===== src/rtl/acmm_pkg.sv =====
`default_nettype none
// ----------------------------------------------------------------------------
// acmm_pkg - shared types and constants of the channel matrix mixer
// Sample and frame types, coefficient codes, status codes, pipeline control.
// ----------------------------------------------------------------------------
package acmm_pkg;

  localparam int SAMPLE_W            = 16;
  localparam int LANES               = 6;
  localparam int MAX_CHANNELS        = 6;
  localparam int COEF_FRAC_BITS_DEF  = 14;
  // headroom of a lane accumulator over sample x coefficient
  localparam int ACC_GUARD_W         = 5;

  localparam int CFG_IDX_W           = 1;
  localparam int CFG_DATA_W          = 3;
  localparam logic [CFG_IDX_W-1:0] CFG_IN_CHANNELS  = 1'b0;
  localparam logic [CFG_IDX_W-1:0] CFG_OUT_CHANNELS = 1'b1;

  localparam int COEF_CODE_W = 3;
  typedef logic [COEF_CODE_W-1:0] coef_code_t;
  localparam coef_code_t COEF_ZERO    = 3'd0;
  localparam coef_code_t COEF_ONE     = 3'd1;
  localparam coef_code_t COEF_RSQRT2  = 3'd2;
  localparam coef_code_t COEF_HALF    = 3'd3;
  localparam coef_code_t COEF_QUARTER = 3'd4;

  typedef enum logic [1:0] {
    STATUS_MIXED       = 2'd0,
    STATUS_PASS        = 2'd1,
    STATUS_UNSUPPORTED = 2'd2
  } mix_status_t;

  typedef logic [LANES-1:0][SAMPLE_W-1:0]    frame_t;
  typedef logic [LANES-1:0][COEF_CODE_W-1:0] lane_codes_t;
  typedef lane_codes_t [LANES-1:0]           code_matrix_t;

  typedef struct packed {
    code_matrix_t codes;   // [output lane][input lane]
    mix_status_t  status;
  } decode_t;

  typedef struct packed {
    logic s1;   // products
    logic s2;   // pair sums
    logic s3;   // lane sum
  } pipe_en_t;

  typedef struct packed {
    logic signed [SAMPLE_W-1:0] in_sample_0;
    logic signed [SAMPLE_W-1:0] in_sample_1;
    logic signed [SAMPLE_W-1:0] in_sample_2;
    logic signed [SAMPLE_W-1:0] in_sample_3;
    logic signed [SAMPLE_W-1:0] in_sample_4;
    logic signed [SAMPLE_W-1:0] in_sample_5;
  } in_frame_t;

  typedef struct packed {
    logic signed [SAMPLE_W-1:0] out_sample_0;
    logic signed [SAMPLE_W-1:0] out_sample_1;
    logic signed [SAMPLE_W-1:0] out_sample_2;
    logic signed [SAMPLE_W-1:0] out_sample_3;
    logic signed [SAMPLE_W-1:0] out_sample_4;
    logic signed [SAMPLE_W-1:0] out_sample_5;
    logic [1:0]                 mix_status;
  } out_frame_t;

endpackage
`default_nettype wire


===== src/rtl/acmm_stream_if.sv =====
`default_nettype none
// ----------------------------------------------------------------------------
// acmm_stream_if - valid/ready stream channel
// One beat moves when valid and ready are both high at a rising edge.
// ----------------------------------------------------------------------------
interface acmm_stream_if #(
  parameter type payload_t = logic
) ();

  logic     valid;
  logic     ready;
  payload_t data;

  modport source (output valid, output data, input ready);
  modport sink   (input valid, input data, output ready);

endinterface
`default_nettype wire


===== src/rtl/acmm_decode.sv =====
`default_nettype none
// ----------------------------------------------------------------------------
// acmm_decode - layout registers and coefficient matrix decode
// Holds the two layout counts and turns them into a code per lane pair.
// ----------------------------------------------------------------------------
module acmm_decode (
  input  logic                            clk,
  input  logic                            rst_n,
  input  logic                            cfg_we,
  input  logic [acmm_pkg::CFG_IDX_W-1:0]  cfg_idx,
  input  logic [acmm_pkg::CFG_DATA_W-1:0] cfg_wdata,
  output acmm_pkg::decode_t               dec
);
  import acmm_pkg::*;

  localparam logic [1:0] LAYOUT_MONO   = 2'd0;
  localparam logic [1:0] LAYOUT_STEREO = 2'd1;
  localparam logic [1:0] LAYOUT_QUAD   = 2'd2;
  localparam logic [1:0] LAYOUT_SURR   = 2'd3;

  localparam logic [CFG_DATA_W-1:0] CH_RESET = 3'd2;

  typedef struct packed {
    logic       ok;
    logic [1:0] idx;
  } layout_t;

  function automatic layout_t layout_of(input logic [CFG_DATA_W-1:0] n);
    layout_t l;
    l.ok  = 1'b1;
    l.idx = LAYOUT_MONO;
    case (n)
      3'd1:    l.idx = LAYOUT_MONO;
      3'd2:    l.idx = LAYOUT_STEREO;
      3'd4:    l.idx = LAYOUT_QUAD;
      3'd6:    l.idx = LAYOUT_SURR;
      default: l.ok  = 1'b0;
    endcase
    return l;
  endfunction

  // fixed mixing matrices, j = output lane, i = input lane
  function automatic coef_code_t mix_code(input logic [1:0] li, input logic [1:0] lo,
                                          input logic [2:0] j, input logic [2:0] i);
    coef_code_t c;
    c = COEF_ZERO;
    case ({li, lo})
      {LAYOUT_MONO, LAYOUT_STEREO}, {LAYOUT_MONO, LAYOUT_QUAD}: begin
        if (i == 3'd0 && j <= 3'd1) c = COEF_ONE;
      end
      {LAYOUT_MONO, LAYOUT_SURR}: begin
        if (i == 3'd0 && j == 3'd2) c = COEF_ONE;
      end
      {LAYOUT_STEREO, LAYOUT_MONO}: begin
        if (j == 3'd0 && i <= 3'd1) c = COEF_HALF;
      end
      {LAYOUT_STEREO, LAYOUT_QUAD}, {LAYOUT_STEREO, LAYOUT_SURR}: begin
        if (j <= 3'd1 && i == j) c = COEF_ONE;
      end
      {LAYOUT_QUAD, LAYOUT_MONO}: begin
        if (j == 3'd0 && i <= 3'd3) c = COEF_QUARTER;
      end
      {LAYOUT_QUAD, LAYOUT_STEREO}: begin
        if (j <= 3'd1 && (i == j || i == j + 3'd2)) c = COEF_HALF;
      end
      {LAYOUT_QUAD, LAYOUT_SURR}: begin
        if ((j <= 3'd1 && i == j) || (j >= 3'd4 && j <= 3'd5 && i == j - 3'd2))
          c = COEF_ONE;
      end
      {LAYOUT_SURR, LAYOUT_MONO}: begin
        if (j == 3'd0) begin
          case (i)
            3'd0, 3'd1: c = COEF_RSQRT2;
            3'd2:       c = COEF_ONE;
            3'd4, 3'd5: c = COEF_HALF;
            default:    c = COEF_ZERO;   // LFE dropped
          endcase
        end
      end
      {LAYOUT_SURR, LAYOUT_STEREO}: begin
        if (j <= 3'd1) begin
          if (i == j) c = COEF_ONE;
          else if (i == 3'd2 || i == j + 3'd4) c = COEF_RSQRT2;
        end
      end
      {LAYOUT_SURR, LAYOUT_QUAD}: begin
        if (j <= 3'd1) begin
          if (i == j) c = COEF_ONE;
          else if (i == 3'd2) c = COEF_RSQRT2;
        end else if ((j == 3'd2 && i == 3'd4) || (j == 3'd3 && i == 3'd5)) begin
          c = COEF_ONE;
        end
      end
      default: c = COEF_ZERO;
    endcase
    return c;
  endfunction

  logic [CFG_DATA_W-1:0] in_ch_r;
  logic [CFG_DATA_W-1:0] out_ch_r;

  always_ff @(posedge clk) begin
    if (!rst_n) begin
      in_ch_r  <= CH_RESET;
      out_ch_r <= CH_RESET;
    end else if (cfg_we) begin
      case (cfg_idx)
        CFG_IN_CHANNELS:  in_ch_r  <= cfg_wdata;
        CFG_OUT_CHANNELS: out_ch_r <= cfg_wdata;
        default: ;
      endcase
    end
  end

  layout_t li;
  layout_t lo;
  logic    pass;
  logic    mixable;

  always_comb begin
    li      = layout_of(in_ch_r);
    lo      = layout_of(out_ch_r);
    pass    = (in_ch_r == out_ch_r) && (in_ch_r != '0) &&
              ({1'b0, in_ch_r} <= 4'(MAX_CHANNELS));
    mixable = (in_ch_r != out_ch_r) && li.ok && lo.ok;

    if (pass)         dec.status = STATUS_PASS;
    else if (mixable) dec.status = STATUS_MIXED;
    else              dec.status = STATUS_UNSUPPORTED;

    // pass-through is unity on the diagonal, so every case runs the same datapath
    for (int j = 0; j < LANES; j++) begin
      for (int i = 0; i < LANES; i++) begin
        if (pass)
          dec.codes[j][i] = (i == j && 3'(i) < in_ch_r) ? COEF_ONE : COEF_ZERO;
        else if (mixable)
          dec.codes[j][i] = mix_code(li.idx, lo.idx, 3'(j), 3'(i));
        else
          dec.codes[j][i] = COEF_ZERO;
      end
    end
  end

endmodule
`default_nettype wire


===== src/rtl/acmm_lane.sv =====
`default_nettype none
// ----------------------------------------------------------------------------
// acmm_lane - one output lane of the mixing matrix
// Six products, pairwise adds, then the full lane sum; one register each.
// ----------------------------------------------------------------------------
module acmm_lane #(
  parameter  int COEF_FRAC_BITS = acmm_pkg::COEF_FRAC_BITS_DEF,
  localparam int ACC_W = acmm_pkg::SAMPLE_W + COEF_FRAC_BITS + acmm_pkg::ACC_GUARD_W
) (
  input  logic                    clk,
  input  acmm_pkg::pipe_en_t      en,
  input  acmm_pkg::frame_t        samples,
  input  acmm_pkg::lane_codes_t   codes,
  output logic signed [ACC_W-1:0] sum_o
);
  import acmm_pkg::*;

  localparam int CW    = COEF_FRAC_BITS + 2;
  localparam int PW    = SAMPLE_W + CW;
  localparam int PAIRS = LANES / 2;

  localparam int C_ONE_I    = 1 << COEF_FRAC_BITS;
  localparam int C_RSQRT2_I = (7071 * C_ONE_I + 5000) / 10000;

  localparam logic signed [CW-1:0] C_ONE     = CW'(C_ONE_I);
  localparam logic signed [CW-1:0] C_RSQRT2  = CW'(C_RSQRT2_I);
  localparam logic signed [CW-1:0] C_HALF    = CW'(C_ONE_I >> 1);
  localparam logic signed [CW-1:0] C_QUARTER = CW'(C_ONE_I >> 2);

  function automatic logic signed [CW-1:0] coef_of(input coef_code_t code);
    logic signed [CW-1:0] v;
    case (code)
      COEF_ONE:     v = C_ONE;
      COEF_RSQRT2:  v = C_RSQRT2;
      COEF_HALF:    v = C_HALF;
      COEF_QUARTER: v = C_QUARTER;
      default:      v = '0;
    endcase
    return v;
  endfunction

  logic signed [PW-1:0]    prod_r [LANES];
  logic signed [PW:0]      pair_r [PAIRS];
  logic signed [ACC_W-1:0] sum_nxt;
  logic signed [ACC_W-1:0] sum_r;

  always_comb begin
    sum_nxt = '0;
    for (int k = 0; k < PAIRS; k++)
      sum_nxt = sum_nxt + ACC_W'(pair_r[k]);
  end

  always_ff @(posedge clk) begin
    if (en.s1) begin
      for (int i = 0; i < LANES; i++)
        prod_r[i] <= PW'($signed(samples[i])) * PW'(coef_of(codes[i]));
    end
    if (en.s2) begin
      for (int k = 0; k < PAIRS; k++)
        pair_r[k] <= (PW+1)'(prod_r[2*k]) + (PW+1)'(prod_r[2*k+1]);
    end
    if (en.s3) begin
      sum_r <= sum_nxt;
    end
  end

  assign sum_o = sum_r;

endmodule
`default_nettype wire


===== src/rtl/acmm_merge.sv =====
`default_nettype none
// ----------------------------------------------------------------------------
// acmm_merge - scaling, saturation and output register
// Scales every lane sum back to sample range and packs the result beat.
// ----------------------------------------------------------------------------
module acmm_merge #(
  parameter  int COEF_FRAC_BITS = acmm_pkg::COEF_FRAC_BITS_DEF,
  localparam int ACC_W = acmm_pkg::SAMPLE_W + COEF_FRAC_BITS + acmm_pkg::ACC_GUARD_W
) (
  input  logic                    clk,
  input  logic                    rst_n,
  input  logic                    in_valid,
  input  logic signed [ACC_W-1:0] sums [acmm_pkg::LANES],
  input  acmm_pkg::mix_status_t   status,
  output logic                    ready_o,
  acmm_stream_if.source           out_frame
);
  import acmm_pkg::*;

  localparam logic signed [ACC_W-1:0] RND_BIAS = ACC_W'((1 << COEF_FRAC_BITS) - 1);
  localparam logic signed [ACC_W-1:0] SAT_MAX  = ACC_W'((1 << (SAMPLE_W - 1)) - 1);
  localparam logic signed [ACC_W-1:0] SAT_MIN  = -SAT_MAX - ACC_W'(1);

  // divide by 2^F toward zero, then clamp
  function automatic logic [SAMPLE_W-1:0] scale_sat(input logic signed [ACC_W-1:0] s);
    logic signed [ACC_W-1:0] t;
    logic signed [ACC_W-1:0] q;
    t = s[ACC_W-1] ? s + RND_BIAS : s;
    q = t >>> COEF_FRAC_BITS;
    if (q > SAT_MAX)      return SAT_MAX[SAMPLE_W-1:0];
    else if (q < SAT_MIN) return SAT_MIN[SAMPLE_W-1:0];
    else                  return q[SAMPLE_W-1:0];
  endfunction

  logic                out_v_r;
  logic [SAMPLE_W-1:0] res_r [LANES];
  mix_status_t         status_r;

  assign ready_o = !out_v_r || out_frame.ready;

  always_ff @(posedge clk) begin
    if (!rst_n) begin
      out_v_r <= 1'b0;
    end else if (ready_o) begin
      out_v_r <= in_valid;
    end
  end

  always_ff @(posedge clk) begin
    if (ready_o) begin
      for (int j = 0; j < LANES; j++)
        res_r[j] <= scale_sat(sums[j]);
      status_r <= status;
    end
  end

  assign out_frame.valid             = out_v_r;
  assign out_frame.data.out_sample_0 = res_r[0];
  assign out_frame.data.out_sample_1 = res_r[1];
  assign out_frame.data.out_sample_2 = res_r[2];
  assign out_frame.data.out_sample_3 = res_r[3];
  assign out_frame.data.out_sample_4 = res_r[4];
  assign out_frame.data.out_sample_5 = res_r[5];
  assign out_frame.data.mix_status   = status_r;

  a_unsupported_zero: assert property (@(posedge clk) disable iff (!rst_n)
    (out_frame.valid && out_frame.data.mix_status == STATUS_UNSUPPORTED) |->
      (res_r[0] == '0 && res_r[1] == '0 && res_r[2] == '0 &&
       res_r[3] == '0 && res_r[4] == '0 && res_r[5] == '0))
    else $error("unsupported layout beat carries non-zero samples");

  a_load_shows: assert property (@(posedge clk) disable iff (!rst_n)
    (ready_o && in_valid) |=> out_v_r)
    else $error("lane result taken but output register empty");

  a_stall_full: assert property (@(posedge clk) disable iff (!rst_n)
    !ready_o |-> out_v_r)
    else $error("merge stage stalls while empty");

endmodule
`default_nettype wire


===== src/rtl/audio_channel_matrix_mixer_unit.sv =====
`default_nettype none
// ----------------------------------------------------------------------------
// audio_channel_matrix_mixer_unit - channel layout matrix mixer, top level
// Remaps a frame of six samples between mono, stereo, quad and 5.1 layouts.
// ----------------------------------------------------------------------------
// Throughput: one frame per cycle unless the output stalls, set by the six
//   parallel lane pipelines (multiply, pair add, lane sum) and the saturating
//   output register.
// Reset: synchronous, clears all valid flags and sets both layouts to stereo;
//   no clearing pass, frames are accepted in the first cycle after reset.
// ----------------------------------------------------------------------------
module audio_channel_matrix_mixer_unit #(
  parameter int COEF_FRAC_BITS = acmm_pkg::COEF_FRAC_BITS_DEF
) (
  input  logic                            clk,
  input  logic                            rst_n,
  input  logic                            cfg_we,
  input  logic [acmm_pkg::CFG_IDX_W-1:0]  cfg_idx,
  input  logic [acmm_pkg::CFG_DATA_W-1:0] cfg_wdata,
  acmm_stream_if.sink                     in_frame,
  acmm_stream_if.source                   out_frame
);
  import acmm_pkg::*;

  localparam int ACC_W = SAMPLE_W + COEF_FRAC_BITS + ACC_GUARD_W;

  decode_t                 dec;
  frame_t                  samples;
  pipe_en_t                en;
  logic                    merge_ready;
  logic signed [ACC_W-1:0] sums [LANES];

  logic        v1_r;
  logic        v2_r;
  logic        v3_r;
  mix_status_t st1_status_r;
  mix_status_t st2_status_r;
  mix_status_t st3_status_r;

  acmm_decode u_decode (
    .clk       (clk),
    .rst_n     (rst_n),
    .cfg_we    (cfg_we),
    .cfg_idx   (cfg_idx),
    .cfg_wdata (cfg_wdata),
    .dec       (dec)
  );

  assign samples[0] = in_frame.data.in_sample_0;
  assign samples[1] = in_frame.data.in_sample_1;
  assign samples[2] = in_frame.data.in_sample_2;
  assign samples[3] = in_frame.data.in_sample_3;
  assign samples[4] = in_frame.data.in_sample_4;
  assign samples[5] = in_frame.data.in_sample_5;

  // a stage moves up whenever the one after it is empty or moving
  assign en.s3 = !v3_r || merge_ready;
  assign en.s2 = !v2_r || en.s3;
  assign en.s1 = !v1_r || en.s2;
  assign in_frame.ready = en.s1;

  always_ff @(posedge clk) begin
    if (!rst_n) begin
      v1_r <= 1'b0;
      v2_r <= 1'b0;
      v3_r <= 1'b0;
    end else begin
      if (en.s1) v1_r <= in_frame.valid;
      if (en.s2) v2_r <= v1_r;
      if (en.s3) v3_r <= v2_r;
    end
  end

  always_ff @(posedge clk) begin
    if (en.s1) st1_status_r <= dec.status;
    if (en.s2) st2_status_r <= st1_status_r;
    if (en.s3) st3_status_r <= st2_status_r;
  end

  for (genvar j = 0; j < LANES; j++) begin : g_lane
    acmm_lane #(
      .COEF_FRAC_BITS (COEF_FRAC_BITS)
    ) u_lane (
      .clk     (clk),
      .en      (en),
      .samples (samples),
      .codes   (dec.codes[j]),
      .sum_o   (sums[j])
    );
  end

  acmm_merge #(
    .COEF_FRAC_BITS (COEF_FRAC_BITS)
  ) u_merge (
    .clk       (clk),
    .rst_n     (rst_n),
    .in_valid  (v3_r),
    .sums      (sums),
    .status    (st3_status_r),
    .ready_o   (merge_ready),
    .out_frame (out_frame)
  );

  a_accept_enters: assert property (@(posedge clk) disable iff (!rst_n)
    (in_frame.valid && in_frame.ready) |=> v1_r)
    else $error("accepted beat did not enter the first stage");

  a_stall_holds: assert property (@(posedge clk) disable iff (!rst_n)
    (v3_r && !merge_ready) |=> (v3_r && $stable(st3_status_r)))
    else $error("last lane stage lost or changed a stalled beat");

  a_ready_full: assert property (@(posedge clk) disable iff (!rst_n)
    !in_frame.ready |-> (v1_r && v2_r && v3_r))
    else $error("input stalled with a bubble in the pipeline");

endmodule
`default_nettype wire


===== src/flat_wrapper.sv =====
// flat-port wrapper written by rule: the top's interface ports become plain ports
module audio_channel_matrix_mixer_unit_flat import acmm_pkg::*;
#(
  parameter int COEF_FRAC_BITS = acmm_pkg::COEF_FRAC_BITS_DEF
)
  (clk, rst_n, cfg_we, cfg_idx, cfg_wdata, in_frame_valid, in_frame_data, in_frame_ready, out_frame_valid, out_frame_data, out_frame_ready);
  acmm_stream_if #(.payload_t(in_frame_t)) in_frame_i ();
  acmm_stream_if #(.payload_t(out_frame_t)) out_frame_i ();
  input  logic clk;
  input  logic rst_n;
  input  logic cfg_we;
  input  logic [acmm_pkg::CFG_IDX_W-1:0] cfg_idx;
  input  logic [acmm_pkg::CFG_DATA_W-1:0] cfg_wdata;
  input wire logic [$bits(in_frame_i.valid)-1:0] in_frame_valid;
  input wire logic [$bits(in_frame_i.data)-1:0] in_frame_data;
  output wire logic [$bits(in_frame_i.ready)-1:0] in_frame_ready;
  output wire logic [$bits(out_frame_i.valid)-1:0] out_frame_valid;
  output wire logic [$bits(out_frame_i.data)-1:0] out_frame_data;
  input wire logic [$bits(out_frame_i.ready)-1:0] out_frame_ready;
  assign in_frame_i.valid = in_frame_valid;
  assign in_frame_i.data = in_frame_data;
  assign in_frame_ready = in_frame_i.ready;
  assign out_frame_valid = out_frame_i.valid;
  assign out_frame_data = out_frame_i.data;
  assign out_frame_i.ready = out_frame_ready;
  audio_channel_matrix_mixer_unit #(.COEF_FRAC_BITS(COEF_FRAC_BITS)) u_core (.clk(clk), .rst_n(rst_n), .cfg_we(cfg_we), .cfg_idx(cfg_idx), .cfg_wdata(cfg_wdata), .in_frame(in_frame_i), .out_frame(out_frame_i));
endmodule

===== config.mk =====
export PLATFORM = sky130hd
export DESIGN_NAME = audio_channel_matrix_mixer_unit_flat
export DESIGN_NICKNAME = d
export VERILOG_FILES = /design/src/rtl/acmm_pkg.sv /design/src/rtl/acmm_stream_if.sv /design/src/rtl/acmm_decode.sv /design/src/rtl/acmm_lane.sv /design/src/rtl/acmm_merge.sv /design/src/rtl/audio_channel_matrix_mixer_unit.sv /design/src/flat_wrapper.sv
export SDC_FILE = /design/constraint.sdc
export NUM_CORES = 2
export LEC_CHECK = 0
export BUFFER_PORTS_ARGS = -buffer_cell sky130_fd_sc_hd__buf_2
export CAP_MARGIN = 10
export CELL_PAD_IN_SITES_DETAIL_PLACEMENT = 1
export CELL_PAD_IN_SITES_GLOBAL_PLACEMENT = 1
export CORE_ASPECT_RATIO = 1.2
export CORE_MARGIN = 4
export CORE_UTILIZATION = 57
export DETAILED_ROUTE_END_ITERATION = 8
export PLACE_DENSITY_LB_ADDON = 0.1
export SLEW_MARGIN = 20
export SYNTH_ARGS = -nofsm -noshare
export SYNTH_HDL_FRONTEND = slang
export SYNTH_SLANG_ARGS = --single-unit

===== constraint.sdc =====
create_clock -name clk -period 43.9 [get_ports clk]
set_clock_uncertainty 0.15 [all_clocks]
set_input_delay 13.17 -clock clk [delete_from_list [all_inputs] [get_ports clk]]
set_output_delay 13.17 -clock clk [all_outputs]
set_load 0.02 [all_outputs]

==> flow_summary.toml <==
[job]
maxCapViolations = 0

[floorplan]
io_pins = 205
row_count = 149
die_area_mm2 = 0.145
die_w_um = 348
start_util_pct = 57.4
core-area_mm2 = 0.138
die_h_um = 416

[clock_network]
cts_tree = "done"
cts-hold-fix-buffers = 0
cts_buffers = 109
postCtsSetupBuffers = 0
ctsResizeCount = 0
worstSkewPairLatency_ns = 0.73
path_clk_slew_ns = 0.06
cts.sinks = 1041
cts_max_level = 3
cts_root_buffer = "clkbuf_16"
clockBufferDepth = 3

[setup_path]
required_ns = 30.58
worst_path_most_repeated_cell = "buf_2"
r2r_setup_slack_ns = 34.27
r2r-end = "u_core.g_lane[0].u_lane.prod_r[2][30]$_DFFE_PP_"
reg2reg_from = "u_core.u_decode.in_ch_r[2]$_SDFFE_PN0P_"
slowest_delay_ns = 0.49
path_cells = "buf_2 -> nor2b_1 -> and3_1 -> nand2_4 -> buf_2"
cp_slowest_cell = "nand2_4"
arrival_ns = 15.03
worst_setup_path_end_kind = "output port"
crit_path_max_fanout = 56
worstSetupPathType = "in2out"
crit_path_start_kind = "primary input"
r2r_cells = 25

[synth]
synth_ff_type = "edfxtp_1"
synthTopCellsByArea = "edfxtp_1 39%, fa_1 17%, ha_1 17%"
yosys.area.top_type_share_pct = 39.1
synth_edf_count = 1031
synth-seq-cells = 1041
netlist_area_mm2 = 0.0791
syn_area_per_cell_um2 = 11.9
ys_types = 72
yosys.area.top_type = "edfxtp_1"
async_reset_ff_share_pct = 0
synthCells = 6650
ys_seq_area_share_pct = 39.4
yosysWarnings = 0

[placement]
place_inst = 8758
portBuffers = 204
gp_congestion = 0.880
place_area_mm2 = 0.0830
pre_cts_slack_ns = 15.51
dpl.hpwl_mm = 173

[sta]
worstMarginPinSlew_ns = 1.11
slew_violations = 0
fin_crit_ns = 28.35
timing.fmax_ghz = 0.0353
max-slew-margin-rel_pct = 25.6
finalSetupViolations = 0
final_hold_viol_count = 0
period_share_pct = 64.6
fin_tns_setup_ns = 0
rsz0062_at_grt = "false"
setup_slack_ns = 15.55

[routing]
routed_wl_mm = 217
drc = 0
via_count = 51225
drt-initial-drc-count = 2929
avgRoutedWirePerCell_um = 24.2
via_per_inst = 5.72
postRouteAntennaNets = 0
first_pass_iters = 5

[min_path]
hp-class = "reg2reg"
hold_end = "u_core.g_lane[0].u_lane.pair_r[0][44]$_DFFE_PP_"
worstHoldStart = "u_core.g_lane[0].u_lane.prod_r[2][11]$_DFFE_PP_"
holdPathStages = 0

[grt]
grt_antenna_before_repair = 36
grtUsageMet2_pct = 54.8
grt_pass1_vias = 57499
grt_max_degree = 120
grt_usage_pct = 30.3
grt-busiest-layer = "met2"
grt_overflow = 0
use_met3_pct = 3.62
grt_pass1_wl_mm = 333
grtUsageMet1_pct = 35.2

[cells_and_area]
areaGrowthSynthToFinish_pct = 9.58
fin_nets = 8915
final_cell_area_mm2 = 0.0867
drive_gt1_share_pct = 6.34
final_cells = 8961

[pwr]
vdd_ir_drop_max_uv = 31.4
finalPower_mw = 3.56
power_leakage_nw = 44.4
p_per_area_mw_per_mm2 = 41.1

[status]
status = "finished, final reports clean"
## routing by layer
layer | vias to the layer above | wire, um
li1 | 23366 | -
met1 | 26192 | 81800
met2 | 1214 | 112000
met3 | 441 | 9360
met4 | 12 | 13600
met5 | - | 86
## placed cells by master (no fill, tap or decap), types with 11 or more instances in the layout
cell and n:
a211oi_1 43, fa_1 682, nor3_1 75, nand4_1 23, clkbuf_1 22, or3_1 15
o21ai_0 193, o31ai_1 13, xor2_1 106, clkinv_1 14, or2_2 14, nand2_1 228
and3_1 102, o21a_1 71, clkinv_2 15, nor4_1 13, o21bai_1 50, nand3_1 78
and2_1 344, bufinv_16 16, nor2b_1 57, a21boi_0 18, a2111oi_0 11, inv_1 1124
a21o_1 169, nand2b_1 44, a31oi_1 35, xnor2_1 268, o21ai_1 11, a21oi_1 248
buf_4 29, clkbuf_16 109, nor2_1 245, ha_1 1071, edfxtp_1 1031, a211o_1 22
buf_2 204, conb_1 144
## through the flow
step | hold slack [ns] | utilization [%]
final | 0.258 | 63.0
after global routing | 0.258 | 63.0
after CTS | 0.260 | 62.9
after detailed placement | 0.255 | 60.2
after global placement | 0.250 | 60.2
after floorplan | 0.250 | -
## worst max path at each step
| stage | start | to | slack (ns) | cells after the start |
|---|---|---|---|---|
| 2_1_floorplan | out_frame_ready | in_frame_ready | 7.94 | 3 |
| 3_3_place_gp | out_frame_ready | in_frame_ready | 15.58 | 5 |
| 3_5_place_dp | out_frame_ready | in_frame_ready | 15.51 | 5 |
| 4_1_cts | out_frame_ready | in_frame_ready | 15.51 | 5 |
| 5_1_grt | out_frame_ready | in_frame_ready | 15.38 | 5 |
| 6_report | out_frame_ready | in_frame_ready | 15.55 | 5 |
## power by group
group,switching [mW],total [mW],internal [mW]
registers,0.0865,1.38,1.29
clock network,0.411,0.973,0.562
logic,0.731,1.21,0.483
## cells by family after synthesis
kind of cell	after synthesis	synth area share [%]
adder cells (fa/ha/maj)	1753	34.2
AND/OR/NAND/NOR	1272	8.35
buffers and inverters	1207	5.72
flip-flops	1041	39.4
AO/OA/AOI/OAI	995	8.15
XOR/XNOR	376	4.16
multiplexers	4	0.0506
other	2	0.00949
## synth_stat cells (all sizes together) (15+ instances only)
| library cell | n |
|---|---|
| nand4 | 23 |
| nor4 | 17 |
| and2 | 344 |
| ha | 1071 |
| edfxtp | 1031 |
| a211oi | 44 |
| a21o | 169 |
| clkbuf | 81 |
| a21boi | 20 |
| nor2b | 57 |
| nand2b | 44 |
| o21a | 71 |
| a211o | 22 |
| xor2 | 106 |
| xnor2 | 270 |
| a21oi | 254 |
| nor2 | 246 |
| nand3 | 78 |
| a31oi | 35 |
| nor3 | 79 |
| fa | 682 |
| or3 | 15 |
| nand2 | 230 |
| o21bai | 50 |
| o21ai | 207 |
| and3 | 102 |
| inv | 1126 |
## critical path, delay by kind of cell
family                 cells  cell delay, ns
and+or+nand+nor            3            1.39
buffers and inverters      2            0.46
## sequential cells by signal, indices dropped and copies added, names as in the netlist
register,flops
u_core.u_merge.res_r,96
u_core.u_merge.status_r,2
u_core.st2_status_r,2
u_core.g_lane.u_lane.pair_r,341
u_core.u_merge.out_frame.valid,1
u_core.st3_status_r,2
u_core.st1_status_r,2
u_core.g_lane.u_lane.sum_o,154
u_core.g_lane.u_lane.prod_r,432
u_core.u_decode.out_ch_r,3
u_core.v1_r,1
u_core.u_decode.in_ch_r,3
u_core.v3_r,1
u_core.v2_r,1
## cell type report
type | instances | area, um^2
clock inverters | 64 | 820
repair buffers | 235 | 1260
inverters | 1126 | 4240
flip-flops and latches | 1041 | 31200
diodes | 3 | 7.51
fillers | 14098 | 51000
clock buffers | 136 | 2880
multi-input cells | 4544 | 44100
well taps | 1812 | 2270
Note: power is estimated with default switching activity, not from simulation.
